## src/hdl/assert_macros.svh

```systemverilog
// Assertion macros shared by the magnet iteration RTL.
`ifndef ASSERT_MACROS_SVH
`define ASSERT_MACROS_SVH
`ifndef NO_ASSERTIONS
// Same-cycle implication, disabled while in reset.
`define ASSERT_SAME(lbl, clk, rstn, ante, cons) \
    lbl: assert property (@(posedge clk) disable iff (!rstn) (ante) |-> (cons)) \
        else $error("assertion failed");
// Next-cycle implication, disabled while in reset.
`define ASSERT_NEXT(lbl, clk, rstn, ante, cons) \
    lbl: assert property (@(posedge clk) disable iff (!rstn) (ante) |=> (cons)) \
        else $error("assertion failed");
`else
`define ASSERT_SAME(lbl, clk, rstn, ante, cons)
`define ASSERT_NEXT(lbl, clk, rstn, ante, cons)
`endif
`endif

```

## src/hdl/mfi_pkg.sv

```systemverilog
// Shared types, constants and saturating fixed-point functions.
package mfi_pkg;

    localparam int WORD_BITS     = 32;
    localparam int FRACTION_BITS = 24;
    localparam int DIV_BITS      = WORD_BITS + FRACTION_BITS;

    // Queue between front and back
    localparam int Q_AW    = 2;
    localparam int Q_DEPTH = 1 << Q_AW;
    localparam logic [Q_AW:0] Q_CNT_FULL = Q_DEPTH[Q_AW:0];

    typedef logic signed [WORD_BITS-1:0] t_word;
    typedef logic [WORD_BITS-1:0]        t_mag;
    typedef logic [2*WORD_BITS-1:0]      t_wide;

    // Value with its own saturation history
    typedef struct packed {
        logic  sat;
        t_word v;
    } t_sw;

    localparam t_word WMAX  = {1'b0, {(WORD_BITS-1){1'b1}}};
    localparam t_word WMIN  = {1'b1, {(WORD_BITS-1){1'b0}}};
    localparam t_word ONE_V = {{(WORD_BITS-FRACTION_BITS-1){1'b0}}, 1'b1,
                               {FRACTION_BITS{1'b0}}};
    localparam t_word TWO_V = {{(WORD_BITS-FRACTION_BITS-2){1'b0}}, 1'b1,
                               {(FRACTION_BITS+1){1'b0}}};
    localparam t_sw Q_ONE = '{sat: 1'b0, v: ONE_V};
    localparam t_sw Q_TWO = '{sat: 1'b0, v: TWO_V};

    // Queue entry: what the back end needs for the complex division
    typedef struct packed {
        t_sw  div;
        t_sw  nre;
        t_sw  nim;
        logic degen;
    } t_qent;

    typedef struct packed {
        logic full;
        logic empty;
    } t_qstat;

    function automatic t_mag f_mag(t_word a);
        return a[WORD_BITS-1] ? t_mag'(-a) : t_mag'(a);
    endfunction

    // Sign and magnitude to word, saturating
    function automatic t_sw f_sat(logic neg, t_wide mag);
        t_sw   r;
        t_wide lim;
        lim = '0;
        lim[WORD_BITS-1] = 1'b1;
        if (!neg) lim = lim - 1'b1;
        if (mag > lim) begin
            r.sat = 1'b1;
            r.v   = neg ? WMIN : WMAX;
        end else begin
            r.sat = 1'b0;
            r.v   = neg ? -mag[WORD_BITS-1:0] : mag[WORD_BITS-1:0];
        end
        return r;
    endfunction

    function automatic t_sw f_add(t_sw a, t_sw b);
        t_sw r;
        logic [WORD_BITS:0] s;
        s = {a.v[WORD_BITS-1], a.v} + {b.v[WORD_BITS-1], b.v};
        r.sat = a.sat | b.sat;
        if (s[WORD_BITS] != s[WORD_BITS-1]) begin
            r.sat = 1'b1;
            r.v   = s[WORD_BITS] ? WMIN : WMAX;
        end else begin
            r.v = s[WORD_BITS-1:0];
        end
        return r;
    endfunction

    function automatic t_sw f_sub(t_sw a, t_sw b);
        t_sw r;
        logic [WORD_BITS:0] s;
        s = {a.v[WORD_BITS-1], a.v} - {b.v[WORD_BITS-1], b.v};
        r.sat = a.sat | b.sat;
        if (s[WORD_BITS] != s[WORD_BITS-1]) begin
            r.sat = 1'b1;
            r.v   = s[WORD_BITS] ? WMIN : WMAX;
        end else begin
            r.v = s[WORD_BITS-1:0];
        end
        return r;
    endfunction

    function automatic t_sw f_tri(t_sw a);
        return f_add(f_add(a, a), a);
    endfunction

    // Product rounded half away from zero, saturating
    function automatic t_sw f_mul(t_sw a, t_sw b);
        t_sw   r;
        t_wide p;
        t_wide rnd;
        t_mag  ma;
        t_mag  mb;
        ma  = f_mag(a.v);
        mb  = f_mag(b.v);
        rnd = '0;
        rnd[FRACTION_BITS-1] = 1'b1;
        p = t_wide'(ma) * t_wide'(mb);
        p = p + rnd;
        r = f_sat(a.v[WORD_BITS-1] ^ b.v[WORD_BITS-1], p >> FRACTION_BITS);
        r.sat = r.sat | a.sat | b.sat;
        return r;
    endfunction

endpackage

```

## src/hdl/mfi_fifo.sv

```systemverilog
// Short queue decoupling the front end from the division back end.
module mfi_fifo (
    input  logic             i_clk,
    input  logic             i_rst_n,
    input  logic             i_push,
    input  mfi_pkg::t_qent   i_entry,
    input  logic             i_pop,
    output mfi_pkg::t_qent   o_head,
    output mfi_pkg::t_qstat  o_qstat
);

    mfi_pkg::t_qent            r_mem [mfi_pkg::Q_DEPTH];
    logic [mfi_pkg::Q_AW-1:0]  r_wp;
    logic [mfi_pkg::Q_AW-1:0]  r_rp;
    logic [mfi_pkg::Q_AW:0]    r_cnt;

    assign o_head        = r_mem[r_rp];
    assign o_qstat.full  = (r_cnt == mfi_pkg::Q_CNT_FULL);
    assign o_qstat.empty = (r_cnt == '0);

    // Storage
    always_ff @(posedge i_clk) begin
        if (i_push) r_mem[r_wp] <= i_entry;
    end

    // Pointers and fill count
    always_ff @(posedge i_clk) begin
        if (!i_rst_n) begin
            r_wp  <= '0;
            r_rp  <= '0;
            r_cnt <= '0;
        end else begin
            if (i_push) r_wp <= r_wp + 1'b1;
            if (i_pop)  r_rp <= r_rp + 1'b1;
            case ({i_push, i_pop})
                2'b10:   r_cnt <= r_cnt + 1'b1;
                2'b01:   r_cnt <= r_cnt - 1'b1;
                default: r_cnt <= r_cnt;
            endcase
        end
    end

endmodule

```

## config.mk

```make
export PLATFORM = sky130hd
export DESIGN_NAME = mfi_fifo
export DESIGN_NICKNAME = d
export VERILOG_FILES = /design/src/hdl/assert_macros.svh /design/src/hdl/mfi_pkg.sv /design/src/hdl/mfi_fifo.sv
export SDC_FILE = /design/constraint.sdc
export NUM_CORES = 1
export LEC_CHECK = 0
export ABC_AREA = 0
export BUFFER_PORTS_ARGS = -buffer_cell sky130_fd_sc_hd__buf_2
export CORE_MARGIN = 4
export CORE_UTILIZATION = 45
export CTS_CLUSTER_SIZE = 20
export DETAILED_ROUTE_END_ITERATION = 16
export GPL_TIMING_DRIVEN = 0
export PLACE_DENSITY = 0.65
export SETUP_SLACK_MARGIN = 0.4
export SYNTH_ARGS = -nofsm -noshare
export SYNTH_HDL_FRONTEND = slang
export SYNTH_SLANG_ARGS = --single-unit
```

## constraint.sdc

```tcl
create_clock -name i_clk -period 10.21 [get_ports i_clk]
set_clock_uncertainty 0.05 [all_clocks]
set_input_delay 2.5525 -clock i_clk [delete_from_list [all_inputs] [get_ports i_clk]]
set_output_delay 2.5525 -clock i_clk [all_outputs]
set_load 0.03 [all_outputs]
```

==> impl_metrics.py <==
metrics = {
    "layout": {
        "final_nets": 933,
        "multi_input_area_um2": 2510,
        "drive_above_1_share": 0.461,
        "seqCellArea_um2": 12200,
        "antenna_cells": 0,
        "nFillCells": 2501,
        "fin_area_um2": 18100,
        "syn2layout_area_growth_pct": 21.1,
    },
    "synth": {
        "syn_avg_cell_area_um2": 26.4,
        "synthCells": 568,
        "synth_compound_area_frac": 0.00117,
        "yosys.area_share.simple": 0.00626,
        "synth_edf_count": 400,
        "yosys-top-cells-area": "edfxtp_1 80%, mux4_2 15%, buf_12 1.3%, dfxtp_1 1.2%, and2_1 0.42%",
        "synth_flop_cell": "edfxtp_1",
        "synth.ff_latch_count": 409,
        "synth.area.mux_share": 0.151,
        "synthXorXnorAreaFrac": 0.00292,
        "synth_top_area_frac": 0.802,
        "synth_top_area_cell": "edfxtp_1",
        "synth_cell_types": 21,
        "async_reset_ff_frac": 0,
        "synth_nets": 678,
        "synth_top_family_by_area": "multiplexers",
        "yosysSeqAreaShare": 0.814,
        "synthAdderAreaFrac": 0.00551,
        "syn_area_um2": 15000,
        "synth_warnings": 0,
    },
    "pwr": {
        "internal_power_w": 0.00306,
        "total_power_w": 0.00397,
        "power_frac_seq": 0.490,
        "peakVddDrop_uv": 146,
        "switchingPower_w": 0.000906,
        "switching_share": 0.228,
        "pwr_density_cell_nw_per_um2": 219,
        "clockPowerShare": 0.392,
        "pwr-share-comb": 0.118,
        "p_leak_nw": 6.14,
    },
    "drt": {
        "routed_wl_um": 27200,
        "via_count": 6625,
        "drt.antenna.violating_nets": 0,
        "drt_first_pass_iters": 5,
        "vias_per_cell": 5.10,
        "wire_per_inst_um": 20.9,
        "drc": 0,
        "drt_iter0_drc": 331,
    },
    "floorplanning": {
        "core_um2": 32700,
        "io_pins": 206,
        "initial_core_util": 0.458,
        "die_h_um": 190,
        "die_x_um": 190,
        "num_rows": 66,
        "die-area_um2": 36300,
    },
    "worst_setup_path": {
        "crit_required_ns": 7.61,
        "start_kind": "flop",
        "critPathMostFrequentCell": "buf_2",
        "critical_path.cell_chain": "buf_1, buf_2, mux4_2, buf_2",
        "endpoint_kind": "primary output",
        "crit_fanout": 10,
        "crit_type": "reg -> out",
        "cp_slowest_cell": "buf_1",
        "cp.arrival_ns": 2.45,
        "critPathMaxStageDelay_ns": 0.63,
    },
    "clocking": {
        "cts.path.max_buffers": 3,
        "post-cts-setup-buffers": 0,
        "htreeDepth": 2,
        "clockRootBuffer": "clkbuf_16",
        "cts_buffers": 43,
        "cts.sinks": 409,
        "cts_hold_buf": 0,
        "cts_tree": "built",
        "ctsResizeCount": 0,
        "clkSlewWorstSetupHoldPaths_ns": 0.06,
        "clock_latency_ns": 0.52,
    },
    "timing": {
        "fin_crit_ns": 5.05,
        "whs_ns": 0.459,
        "drv_slew": 0,
        "setup_viol": 0,
        "hold_violations": 0,
        "rsz0062_at_grt": "false",
        "post-route-period-util": 0.495,
        "worstMarginPinSlew_ns": 0.880,
        "setup_slack_ns": 5.16,
        "fmax_mhz": 198,
        "setup_tns_ns": 0,
        "slew_headroom": 0.413,
    },
    "outcome": {
        "status": "finished clean",
    },
    "grt": {
        "grt_use_total": 0.149,
        "grt_pass1_vias": 7063,
        "overflow": 0,
        "antenna_found_initial": 2,
        "grt_pass1_wl_um": 41500,
        "grt_max_degree": 54,
    },
    "run": {
        "cap_violations": 0,
    },
    "place": {
        "place.gp.congestion": 0.691,
        "post_dp_cell_area_um2": 16700,
        "port_buffers": 205,
        "dp_hpwl_um": 16600,
        "dp_slack_ns": 5.62,
    },
    "min_path": {
        "hp-class": "reg -> reg",
    },
}
==> stage by stage <==
| stage | util | std cells |
|---|---|---|
| 4_1_cts | 0.555 | 1299 |
| 3_5_place_dp | 0.511 | 1220 |
| 6_report | 0.555 | 1299 |
| 3_3_place_gp | 0.506 | 1215 |
| 5_1_grt | 0.555 | 1299 |
| 2_1_floorplan | - | 568 |
==> cells in the final DEF (no fill, tap or decap), drive strengths merged <==
cell type	count
mux4	100
clkinv	16
o21ai	2
a21boi	1
edfxtp	400
ha	5
clkbuf	55
nand2	2
and2	10
or3	1
bufinv	6
nor3	1
mux2i	1
clkinvlp	1
xnor2	2
nor2b	1
buf	232
dfxtp	9
fa	1
and3	1
inv	7
xor2	3
==> synth_stat cells, types with 2 or more instances <==
cell      instances
o21ai_0           2
inv_1             6
xor2_1            3
buf_2            10
mux4_2          100
buf_12           10
dfxtp_1           9
xnor2_1           2
nand2_1           2
ha_1              5
edfxtp_1        400
and2_1           10
==> metal layers <==
| metal | up-vias | wire length (um) | GRT usage |
|---|---|---|---|
| met5 | - | 34 | 0 |
| met4 | 4 | 614 | 0.0442 |
| met3 | 50 | 1560 | 0.0372 |
| met2 | 165 | 13600 | 0.243 |
| met1 | 3452 | 11400 | 0.201 |
| li1 | 2954 | - | - |
==> power groups by stage <==
stage               sequential, W  combinational (W)  clock (W)
floorplan                 0.00198           0.000321          0
global route              0.00195           0.000497    0.00167
CTS                       0.00195           0.000478    0.00160
detailed placement        0.00198           0.000477          0
global placement          0.00199           0.000465          0
finish                    0.00194           0.000466    0.00156
==> registers in the layout, summed over array words and instances, names as in the netlist, named ones only <==
name   count
r_mem    400
r_cnt      3
r_rp       2
r_wp       2
==> logic make-up (layout without fill, tap and decap cells) <==
group	Yosys count	count (layout)
DFF	409	409
muxes	101	101
buffers and inverters	28	317
and+or+nand+nor	16	16
adders and majority gates	6	6
xor gates and xnor gates	5	5
AOI/OAI and AO/OA	3	3
==> worst paths after layout <==
kind	from	to	slack [ns]	depth (start not counted)
min	r_cnt[2]	r_cnt[2]	0.46	2
max	flop	o_head[68]	5.16	4
min reg2reg	r_cnt[2]	r_cnt[2]	0.46	2
max reg2reg	r_wp[0]	r_mem[0][79]	8.15	4
==> cell type report <==
| class | count | share of cell area |
|---|---|---|
| inverters | 6 | 0.00124 |
| repair buffers | 210 | 0.0642 |
| clock buffers | 55 | 0.0642 |
| clock inverters | 24 | 0.0146 |
| well taps | 442 | 0.0305 |
| multi-input cells | 131 | 0.138 |
| plain buffers | 22 | 0.0146 |
| flip-flops and latches | 409 | 0.672 |
==> critical path: cells and delay by family, from the launching register on <==
kind | cells | cell delay (ns)
buffers and inverters | 3 | 1.25
multiplexers | 1 | 0.36
flip-flops | 1 | 0.31
(Power assumes the default switching activity.)
